<file path="src/hw/rtl/rtbr_pkg.sv">
// shared types, nibble codes and helpers for the register-to-barcode-row block
package rtbr_pkg;

  localparam int ROW_BYTES = 9;
  localparam int NIB_SLOTS = 18;

  localparam logic [3:0] NIB_NUM_TYPE = 4'd6;
  localparam logic [3:0] NIB_MINUS    = 4'd13;
  localparam logic [3:0] NIB_POINT    = 4'd11;
  localparam logic [3:0] NIB_EEX      = 4'd14;
  localparam logic [3:0] NIB_PAD      = 4'd10;

  localparam logic [3:0] TYPE_POS   = 4'h0;
  localparam logic [3:0] TYPE_NEG   = 4'h9;
  localparam logic [3:0] TYPE_ALPHA = 4'h1;

  localparam logic [7:0] ALPHA_HDR = 8'h70;

  localparam int WARN_DIG   = 0;
  localparam int WARN_CLAMP = 1;
  localparam int WARN_DROP  = 2;
  localparam int WARN_ALPHA = 3;

  typedef enum logic [1:0] {
    KIND_NONE,
    KIND_NUM,
    KIND_ALPHA
  } kind_t;

  typedef logic [ROW_BYTES-1:0][7:0] row_data_t;

  typedef struct packed {
    row_data_t  data;
    logic [3:0] len;
    logic [7:0] csum;
    logic [3:0] warn;
  } row_t;

  // end-around-carry fold of a plain byte sum
  function automatic logic [7:0] fold_csum(input logic [11:0] s);
    logic [8:0] t;
    t = {1'b0, s[7:0]} + {5'b0, s[11:8]};
    return t[7:0] + {7'b0, t[8]};
  endfunction

  function automatic logic [3:0] clamp_dig(input logic [3:0] d);
    return (d > 4'd9) ? 4'd9 : d;
  endfunction

endpackage

</file>
<file path="src/hw/rtl/rtbr_front.sv">
// front pipeline: accepts registers, decodes the exponent, builds row bytes and their sum
module rtbr_front (
  input  logic                 clk,
  input  logic                 rst_n,
  input  logic                 start,
  output logic                 busy,
  input  logic [55:0]          in_register_word,
  input  logic                 cfg_wr,
  input  logic                 cfg_short_form_mode,
  output logic                 q_push,
  output rtbr_pkg::row_t       q_row,
  input  logic                 q_full
);
  import rtbr_pkg::*;

  logic adv;
  logic mode_r;

  // stage 1: classify and decode exponent
  logic               s1_valid_r;
  kind_t              s1_kind_r;
  logic [55:0]        s1_word_r;
  logic               s1_mode_r;
  logic signed [11:0] s1_exp_r;
  kind_t              in_kind;
  logic [10:0]        e_raw;
  logic signed [11:0] s1_exp_nxt;

  // stage 2: short form, tenth digit, exponent clamp
  logic               s2_valid_r;
  kind_t              s2_kind_r;
  logic [55:0]        s2_word_r;
  logic               s2_neg_r, s2_sf_r, s2_tenth_r, s2_drop_r;
  logic               s2_eex_r, s2_eneg_r, s2_clamp_r;
  logic [6:0]         s2_mag_r;
  logic               neg, ez, sf, d9nz, drop, tenth, clampw;
  logic signed [11:0] e2, eabs;

  // stage 3: row bytes
  logic               s3_valid_r;
  row_data_t          s3_data_r;
  logic [3:0]         s3_len_r;
  logic [3:0]         s3_warn_r;
  row_data_t          s3_data_nxt;
  logic [3:0]         s3_len_nxt;
  logic [3:0]         s3_warn_nxt;

  // stage 4: byte sum
  logic               s4_valid_r;
  row_data_t          s4_data_r;
  logic [3:0]         s4_len_r;
  logic [3:0]         s4_warn_r;
  logic [11:0]        s4_sum_r;
  logic [11:0]        sum_nxt;

  // numeric build signals
  logic [3:0]  dg [10];
  logic [3:0]  nib [NIB_SLOTS];
  logic [14:0] prod;
  logic [3:0]  tens, units;
  logic        tens_nz, dig_over;
  logic [4:0]  p_d0, p_m, p_t, p_x, p_ng, p_tn, p_un, cnt, cnt_up;
  row_data_t   num_data;
  logic [3:0]  num_len, num_warn;

  // alpha build signals
  logic [2:0]  first;
  logic [47:0] alpha_body;
  row_data_t   alpha_data;
  logic [3:0]  alpha_len, alpha_warn;

  assign adv  = !(s4_valid_r && q_full);
  assign busy = !adv;

  always_ff @(posedge clk) begin
    if (!rst_n) begin
      mode_r <= 1'b0;
    end else if (cfg_wr) begin
      mode_r <= cfg_short_form_mode;
    end
  end

  // ---------------- stage 1 ----------------
  always_comb begin
    case (in_register_word[55:52])
      TYPE_POS, TYPE_NEG: in_kind = KIND_NUM;
      TYPE_ALPHA:         in_kind = KIND_ALPHA;
      default:            in_kind = KIND_NONE;
    endcase
    e_raw = {7'b0, in_register_word[11:8]} * 11'd100
          + {7'b0, in_register_word[7:4]} * 11'd10
          + {7'b0, in_register_word[3:0]};
    s1_exp_nxt = (e_raw >= 11'd500) ? $signed({1'b0, e_raw}) - 12'sd1000
                                    : $signed({1'b0, e_raw});
  end

  // ---------------- stage 2 ----------------
  always_comb begin
    neg    = (s1_word_r[55:52] == TYPE_NEG);
    ez     = (s1_exp_r == 12'sd0);
    sf     = s1_mode_r && !ez && (s1_exp_r >= -12'sd90);
    e2     = sf ? s1_exp_r - 12'sd9 : s1_exp_r;
    d9nz   = (s1_word_r[15:12] != 4'd0);
    drop   = !sf && d9nz && s1_mode_r && !ez && (s1_exp_r < -12'sd9) && neg;
    tenth  = sf || (d9nz && !drop);
    clampw = (e2 > 12'sd99) || (e2 < -12'sd99);
    eabs   = e2[11] ? -e2 : e2;
  end

  // ---------------- stage 3: numeric ----------------
  always_comb begin
    // mantissa digits start below the type nibble
    for (int i = 0; i < 10; i++) begin
      dg[i] = s2_word_r[51-4*i -: 4];
    end
    // divide by ten through a reciprocal, exact for values up to 99
    prod    = {8'b0, s2_mag_r} * 15'd205;
    tens    = prod[14:11];
    units   = 4'(s2_mag_r - {3'b0, tens} * 7'd10);
    tens_nz = (s2_mag_r >= 7'd10);

    dig_over = s2_tenth_r && (dg[9] > 4'd9);
    for (int i = 0; i < 9; i++) begin
      if (dg[i] > 4'd9) dig_over = 1'b1;
    end

    p_d0   = 5'd1 + {4'b0, s2_neg_r};
    p_m    = p_d0 + 5'd1 + {4'b0, !s2_sf_r};
    p_t    = p_m + 5'd8;
    p_x    = p_t + {4'b0, s2_tenth_r};
    p_ng   = p_x + 5'd1;
    p_tn   = p_ng + {4'b0, s2_eneg_r};
    p_un   = p_tn + {4'b0, tens_nz};
    cnt    = s2_eex_r ? p_un + 5'd1 : p_x;
    cnt_up = cnt + 5'd1;

    for (int j = 0; j < NIB_SLOTS; j++) begin
      nib[j] = NIB_PAD;
      if (j == 0) begin
        nib[j] = NIB_NUM_TYPE;
      end else if (s2_neg_r && j == 1) begin
        nib[j] = NIB_MINUS;
      end else if (5'(j) == p_d0) begin
        nib[j] = clamp_dig(dg[0]);
      end else if (!s2_sf_r && 5'(j) == p_d0 + 5'd1) begin
        nib[j] = NIB_POINT;
      end else if (5'(j) >= p_m && 5'(j) < p_t) begin
        nib[j] = clamp_dig(dg[4'd1 + {1'b0, 3'(5'(j) - p_m)}]);
      end else if (s2_tenth_r && 5'(j) == p_t) begin
        nib[j] = clamp_dig(dg[9]);
      end else if (s2_eex_r && 5'(j) == p_x) begin
        nib[j] = NIB_EEX;
      end else if (s2_eex_r && s2_eneg_r && 5'(j) == p_ng) begin
        nib[j] = NIB_MINUS;
      end else if (s2_eex_r && tens_nz && 5'(j) == p_tn) begin
        nib[j] = tens;
      end else if (s2_eex_r && 5'(j) == p_un) begin
        nib[j] = units;
      end
    end

    for (int k = 0; k < ROW_BYTES; k++) begin
      num_data[k] = {nib[2*k], nib[2*k+1]};
    end
    num_len              = cnt_up[4:1];
    num_warn             = '0;
    num_warn[WARN_DIG]   = dig_over;
    num_warn[WARN_CLAMP] = s2_clamp_r;
    num_warn[WARN_DROP]  = s2_drop_r;
  end

  // ---------------- stage 3: alpha ----------------
  always_comb begin
    // leading null characters are skipped, the last byte always stays
    if (s2_word_r[47:40] != 8'd0)      first = 3'd1;
    else if (s2_word_r[39:32] != 8'd0) first = 3'd2;
    else if (s2_word_r[31:24] != 8'd0) first = 3'd3;
    else if (s2_word_r[23:16] != 8'd0) first = 3'd4;
    else if (s2_word_r[15:8] != 8'd0)  first = 3'd5;
    else                               first = 3'd6;
    alpha_body    = s2_word_r[47:0] << {first - 3'd1, 3'b000};
    alpha_data    = '0;
    alpha_data[0] = ALPHA_HDR + {5'b0, 3'd7 - first};
    for (int k = 1; k < 7; k++) begin
      alpha_data[k] = alpha_body[47-8*(k-1) -: 8];
    end
    alpha_len              = 4'd8 - {1'b0, first};
    alpha_warn             = '0;
    alpha_warn[WARN_ALPHA] = (s2_word_r[51:48] != 4'd0);
  end

  always_comb begin
    if (s2_kind_r == KIND_ALPHA) begin
      s3_data_nxt = alpha_data;
      s3_len_nxt  = alpha_len;
      s3_warn_nxt = alpha_warn;
    end else begin
      s3_data_nxt = num_data;
      s3_len_nxt  = num_len;
      s3_warn_nxt = num_warn;
    end
  end

  // ---------------- stage 4 ----------------
  always_comb begin
    sum_nxt = '0;
    for (int k = 0; k < ROW_BYTES; k++) begin
      if (4'(k) < s3_len_r) sum_nxt = sum_nxt + {4'b0, s3_data_r[k]};
    end
  end

  always_ff @(posedge clk) begin
    if (!rst_n) begin
      s1_valid_r <= 1'b0;
      s2_valid_r <= 1'b0;
      s3_valid_r <= 1'b0;
      s4_valid_r <= 1'b0;
    end else if (adv) begin
      s1_valid_r <= start && (in_kind != KIND_NONE);
      s2_valid_r <= s1_valid_r;
      s3_valid_r <= s2_valid_r;
      s4_valid_r <= s3_valid_r;
    end
  end

  always_ff @(posedge clk) begin
    if (adv) begin
      s1_kind_r  <= in_kind;
      s1_word_r  <= in_register_word;
      s1_mode_r  <= mode_r;
      s1_exp_r   <= s1_exp_nxt;

      s2_kind_r  <= s1_kind_r;
      s2_word_r  <= s1_word_r;
      s2_neg_r   <= neg;
      s2_sf_r    <= sf;
      s2_tenth_r <= tenth;
      s2_drop_r  <= drop;
      s2_eex_r   <= (e2 != 12'sd0);
      s2_eneg_r  <= e2[11];
      s2_clamp_r <= clampw;
      s2_mag_r   <= clampw ? 7'd99 : eabs[6:0];

      s3_data_r  <= s3_data_nxt;
      s3_len_r   <= s3_len_nxt;
      s3_warn_r  <= s3_warn_nxt;

      s4_data_r  <= s3_data_r;
      s4_len_r   <= s3_len_r;
      s4_warn_r  <= s3_warn_r;
      s4_sum_r   <= sum_nxt;
    end
  end

  assign q_push     = s4_valid_r && !q_full;
  assign q_row.data = s4_data_r;
  assign q_row.len  = s4_len_r;
  assign q_row.csum = fold_csum(s4_sum_r);
  assign q_row.warn = s4_warn_r;

endmodule

</file>
<file path="src/hw/rtl/rtbr_queue.sv">
// short row queue between the front pipeline and the byte serializer
module rtbr_queue #(
  parameter int DEPTH = 2
) (
  input  logic           clk,
  input  logic           rst_n,
  input  logic           push,
  input  rtbr_pkg::row_t push_row,
  output logic           full,
  input  logic           pop,
  output rtbr_pkg::row_t head,
  output logic           empty
);
  import rtbr_pkg::*;

  localparam int PTR_W = $clog2(DEPTH);
  localparam int CNT_W = $clog2(DEPTH + 1);

  row_t             mem [DEPTH];
  logic [PTR_W-1:0] wr_ptr_r, rd_ptr_r;
  logic [CNT_W-1:0] count_r;

  assign full  = (count_r == CNT_W'(DEPTH));
  assign empty = (count_r == '0);
  assign head  = mem[rd_ptr_r];

  always_ff @(posedge clk) begin
    if (!rst_n) begin
      wr_ptr_r <= '0;
      rd_ptr_r <= '0;
      count_r  <= '0;
    end else begin
      if (push) begin
        wr_ptr_r <= (wr_ptr_r == PTR_W'(DEPTH - 1)) ? '0 : wr_ptr_r + 1'b1;
      end
      if (pop) begin
        rd_ptr_r <= (rd_ptr_r == PTR_W'(DEPTH - 1)) ? '0 : rd_ptr_r + 1'b1;
      end
      if (push && !pop) count_r <= count_r + 1'b1;
      else if (pop && !push) count_r <= count_r - 1'b1;
    end
  end

  always_ff @(posedge clk) begin
    if (push) mem[wr_ptr_r] <= push_row;
  end

  a_no_push_full: assert property (@(posedge clk) disable iff (!rst_n)
    !(push && full)) else $error("row pushed into full queue");

  a_no_pop_empty: assert property (@(posedge clk) disable iff (!rst_n)
    !(pop && empty)) else $error("row popped from empty queue");

endmodule

</file>
<file path="src/hw/rtl/rtbr_back.sv">
// byte serializer: sends length, checksum and data of each queued row
module rtbr_back (
  input  logic           clk,
  input  logic           rst_n,
  input  rtbr_pkg::row_t head,
  input  logic           empty,
  output logic           pop,
  output logic           out_valid,
  output logic [7:0]     out_row_byte,
  output logic           out_last_byte,
  output logic [3:0]     out_warn_flags
);
  import rtbr_pkg::*;

  logic [3:0] idx_r, idx_nxt;
  logic [3:0] dsel;
  logic       is_last;
  logic [7:0] byte_sel;
  logic       out_valid_r;
  logic [7:0] out_byte_r;
  logic       out_last_r;
  logic [3:0] out_warn_r;

  always_comb begin
    dsel    = idx_r - 4'd2;
    is_last = (idx_r == head.len + 4'd1);
    case (idx_r)
      4'd0:    byte_sel = {4'b0, head.len};
      4'd1:    byte_sel = head.csum;
      default: byte_sel = head.data[dsel];
    endcase
    pop = !empty && is_last;
    if (empty)        idx_nxt = idx_r;
    else if (is_last) idx_nxt = '0;
    else              idx_nxt = idx_r + 4'd1;
  end

  always_ff @(posedge clk) begin
    if (!rst_n) begin
      idx_r       <= '0;
      out_valid_r <= 1'b0;
    end else begin
      idx_r       <= idx_nxt;
      out_valid_r <= !empty;
    end
  end

  always_ff @(posedge clk) begin
    out_byte_r <= byte_sel;
    out_last_r <= is_last;
    out_warn_r <= is_last ? head.warn : 4'd0;
  end

  assign out_valid      = out_valid_r;
  assign out_row_byte   = out_byte_r;
  assign out_last_byte  = out_last_r;
  assign out_warn_flags = out_warn_r;

  a_idx_bound: assert property (@(posedge clk) disable iff (!rst_n)
    !empty |-> idx_r <= head.len + 4'd1) else $error("byte index past row end");

  a_idle_idx: assert property (@(posedge clk) disable iff (!rst_n)
    empty |-> idx_r == 4'd0) else $error("serializer idle in mid row");

  a_row_contig: assert property (@(posedge clk) disable iff (!rst_n)
    out_valid_r && !out_last_r |=> out_valid_r) else $error("gap inside a row");

endmodule

</file>
<file path="src/hw/rtl/register_to_barcode_row.sv">
// top level: register in, barcode row bytes out, one config bit for short form
// the first byte of a row passes the front stages, the row queue and the serializer output register
// a row of n data bytes leaves as n+2 bytes (4 to 11), one byte per cycle
// the byte serializer sets the sustained rate; start is taken every cycle while busy is low
// registers of unknown type are dropped on entry to the front and give no bytes
// reset: synchronous, active low; clears pipeline, queue and short form mode, no sweep
module register_to_barcode_row #(
  parameter int QUEUE_DEPTH = 2
) (
  input  logic        clk,
  input  logic        rst_n,
  input  logic        start,
  output logic        busy,
  input  logic [55:0] in_register_word,
  output logic        out_valid,
  output logic [7:0]  out_row_byte,
  output logic        out_last_byte,
  output logic [3:0]  out_warn_flags,
  input  logic        cfg_valid,
  output logic        cfg_ready,
  input  logic        cfg_short_form_mode
);
  import rtbr_pkg::*;

  logic q_push, q_full, q_pop, q_empty;
  row_t q_in, q_head;

  assign cfg_ready = 1'b1;

  rtbr_front u_front (
    .clk                 (clk),
    .rst_n               (rst_n),
    .start               (start),
    .busy                (busy),
    .in_register_word    (in_register_word),
    .cfg_wr              (cfg_valid && cfg_ready),
    .cfg_short_form_mode (cfg_short_form_mode),
    .q_push              (q_push),
    .q_row               (q_in),
    .q_full              (q_full)
  );

  rtbr_queue #(
    .DEPTH (QUEUE_DEPTH)
  ) u_queue (
    .clk      (clk),
    .rst_n    (rst_n),
    .push     (q_push),
    .push_row (q_in),
    .full     (q_full),
    .pop      (q_pop),
    .head     (q_head),
    .empty    (q_empty)
  );

  rtbr_back u_back (
    .clk            (clk),
    .rst_n          (rst_n),
    .head           (q_head),
    .empty          (q_empty),
    .pop            (q_pop),
    .out_valid      (out_valid),
    .out_row_byte   (out_row_byte),
    .out_last_byte  (out_last_byte),
    .out_warn_flags (out_warn_flags)
  );

endmodule
</file>
<file path="config.mk">
export PLATFORM = sky130hd
export DESIGN_NAME = register_to_barcode_row
export DESIGN_NICKNAME = d
export VERILOG_FILES = /design/src/hw/rtl/rtbr_pkg.sv /design/src/hw/rtl/rtbr_front.sv /design/src/hw/rtl/rtbr_queue.sv /design/src/hw/rtl/rtbr_back.sv /design/src/hw/rtl/register_to_barcode_row.sv
export SDC_FILE = /design/constraint.sdc
export NUM_CORES = 1
export LEC_CHECK = 0
export BUFFER_PORTS_ARGS = -buffer_cell sky130_fd_sc_hd__buf_2
export CAP_MARGIN = 20
export CORE_MARGIN = 3
export CORE_UTILIZATION = 60
export DETAILED_ROUTE_END_ITERATION = 8
export PLACE_DENSITY_LB_ADDON = 0.1
export SKIP_LAST_GASP = 1
export SYNTH_ARGS = -nofsm -noshare
export SYNTH_HDL_FRONTEND = slang
export SYNTH_HIERARCHICAL = 1
export SYNTH_SLANG_ARGS = --single-unit
</file>
<file path="constraint.sdc">
create_clock -name clk -period 16 [get_ports clk]
set_input_delay 3.2 -clock clk [delete_from_list [all_inputs] [get_ports clk]]
set_output_delay 3.2 -clock clk [all_outputs]
set_load 0.01 [all_outputs]
</file>
==> flow_summary_export.csv <==
group,metric,value,unit
timing,slew_viol_final,0,
detailed_routing,vias,20100,
global_routing,grt_overflow,0,
placement,placed_cell_area,30100,sq um
detailed_routing,drc,0,
critical_path,path_class,"flip-flop to flip-flop",
synth,synthesis.instances,2423,
final_layout,utilization,66.4,%
synth,synth_ff_type,"edfxtp_1",
critical_path,critPathMaxStageDelay,420,ps
synth,yosysTopAreaCell,"edfxtp_1",
synth,ys_ff_latch,508,
cts,clk_latency,610,ps
cts,cts_hold_buf,0,
final_layout,syn_to_final_growth,9.07,%
placement,gp_congestion,1.01,
final_layout,fin_area,31800,sq um
timing,fin_hold_ws,411,ps
timing,worst_slew_pin_slew,1060,ps
detailed_routing,wl,76200,um
cts,cts_setup_buffers,0,
placement,hpwl,56100,um
timing,relSlewSlack,28.5,%
placement,io_buffers,75,
cts,cts_root_buffer,"clkbuf_16",
floorplanning,core_area,47800,sq um
detailed_routing,detail_route.wl_per_cell,24.2,um
global_routing,grt_pass1_vias,19400,
synth,ys_warn_count,6,
critical_path,arrival,10860,ps
timing,clock-skew-final,15.8,ps
critical_path,critPathRequiredTime,16350,ps
synth,synth_edf_count,480,
floorplanning,die_y,226,um
timing,finalCritPeriodShare,65.7,%
critical_path,crit_fanout,29,
floorplanning,die-area,51300,sq um
flow_run,maxCapViolCount,0,
synth,avgSynthCellArea,12.0,sq um
timing,setup_viol,0,
synth,yosysMostFrequentCell,"edfxtp_1",
global_routing,antenna_found_initial,0,
synth,yosysUniqueCellTypes,99,
critical_path,crit_path_frequent_cell,"ha_1",
detailed_routing,drtPass1Iterations,6,
cts,clock-sinks,508,
floorplanning,die_x,226,um
synth,netlist_area,29100,sq um
synth,synth_commonest_cells,"480 x edfxtp_1, 182 x nand2_1, 177 x ha_1, 154 x nor2_1, 138 x a21oi_1",
global_routing,grt_pass1_wl,115000,um
timing,tns,0,ps
detailed_routing,antenna_left,0,
final_layout,final_layout_size_suffix_gt1_share,15.3,%
synth,ys_seq_area_share,51.4,%
floorplanning,core.rowCount,80,
final_layout,antenna_cells,0,
timing,rsz0062_at_grt,"no",
global_routing,grt_max_degree,88,
floorplanning,pin_count,77,
final_layout,final_nets,2748,
cts,clk_pin_slew_worst_paths,70,ps
global_routing,grtUsageTotal,29.8,%
synth,async_reset_ff_share,0,%
detailed_routing,dr.first_iter.drc_count,2056,
cts,cts_made_buffers,50,
floorplanning,start_util,60.9,%
cts,cts_tree,"built",
cts,clk_path_buf_depth,3,
timing,finalHoldViolations,0,
timing,max_freq,95.2,MHz
cts,cts_resized,0,
critical_path,cp-start-kind,"flip-flop",
synth,netlist.area_leader.share,49.5,%
detailed_routing,via_per_inst,6.39,
synth,synth.area.top_cells,"edfxtp_1 49%, ha_1 7.6%, mux2_2 4.0%",
cts,htreeDepth,2,
critical_path,endpoint_kind,"flip-flop",
critical_path,rrSetupSlack,5490,ps
timing,period_minus_slack,10510,ps
outcome,outcome,"complete, no violations",
critical_path,slowest_stage,"fa_1",
min_path,hp-class,"flip-flop to flip-flop",
## final timing paths
check | from | endpoint | cells after the start
max | u_front/s3_len_r[3] | u_front/s4_sum_r[10] | 51
min | u_front/s1_word_r[9] | u_front/s2_word_r[9] | 0
max reg2reg | u_front/s3_len_r[3] | u_front/s4_sum_r[10] | 51
min reg2reg | u_front/s1_word_r[9] | u_front/s2_word_r[9] | 0
## area by class of cell
cell class | count | area (sq um)
Timing Repair Buffer | 105 | 621
Inverter | 122 | 458
Sequential cell | 508 | 15000
Multi-Input combinational cell | 1699 | 13300
Clock inverter | 32 | 352
Fill cell | 3566 | 16100
Tap cell | 615 | 769
Clock buffer | 62 | 1320
## sequential cells by signal, summed over array words and instances (netlist names), 2 cells and up, named ones only
signal,cells
u_front/s4_len_r,4
u_back/out_row_byte,8
u_front/s3_len_r,4
u_front/s3_data_r,69
u_front/s4_warn_r,4
u_back/out_warn_flags,4
u_front/q_row,69
u_front/s3_warn_r,4
u_front/s4_sum_r,12
u_front/s1_word_r,56
u_queue/count_r,2
u_front/s2_word_r,52
u_front/s2_kind_r,2
u_front/s1_kind_r,2
u_back/idx_r,4
u_queue/mem,176
u_front/s2_mag_r,7
u_front/s1_exp_r,11
## metrics by stage
stage               setup WS (ps)  instances
finish                       5490       3143
global route                 4560       3143
CTS                          5640       3142
detailed placement           5670       3048
global placement             6040       3047
floorplan                    4760       2424
## layout by cell type, fill, tap and decap left out, types with 25 or more instances in the layout
cell type and n:
a21o_1 30, a21oi_1 138, a221oi_1 25, buf_2 75, buf_4 29, clkbuf_16 50, dfxtp_1 27, edfxtp_1 480
ha_1 176, inv_1 118, mux2_2 103, mux2i_1 58, mux4_2 33, nand2_1 181, nand3_1 49, nor2_1 153
nor2b_1 41, nor3_1 38, o21a_1 31, o21ai_0 106, xnor2_1 63, xor2_1 40
## worst max-delay path: cells and delay by family, from the launching register on
family	cells	cell delay (ps)
AO/OA/AOI/OAI	27	4770
buffers and inverters	4	600
adder cells (fa/ha/maj)	9	2950
flip-flops	1	360
AND/OR/NAND/NOR	9	1340
XOR/XNOR	2	210
## logic make-up after synthesis
| group | share of synthesized area [%] |
|---|---|
| and+or+nand+nor | 9.86 |
| muxes | 9.60 |
| DFF | 51.4 |
| buffers and inverters | 3.14 |
| adders and majority gates | 9.25 |
| AOI/OAI and AO/OA | 13.2 |
| xor gates and xnor gates | 3.50 |
| other | 0.0386 |
## routing by layer
layer / global-route usage (%) / wire length (um) / share of wire (%)
met5: 0 / 0 / 0
met4: 14.5 / 4100 / 5.4
met3: 3.70 / 4790 / 6.3
met2: 49.0 / 36000 / 47
met1: 39.6 / 31300 / 41
Power is not shown: default switching activity piles up to over one toggle a cycle in this logic, so the estimate is an artifact.
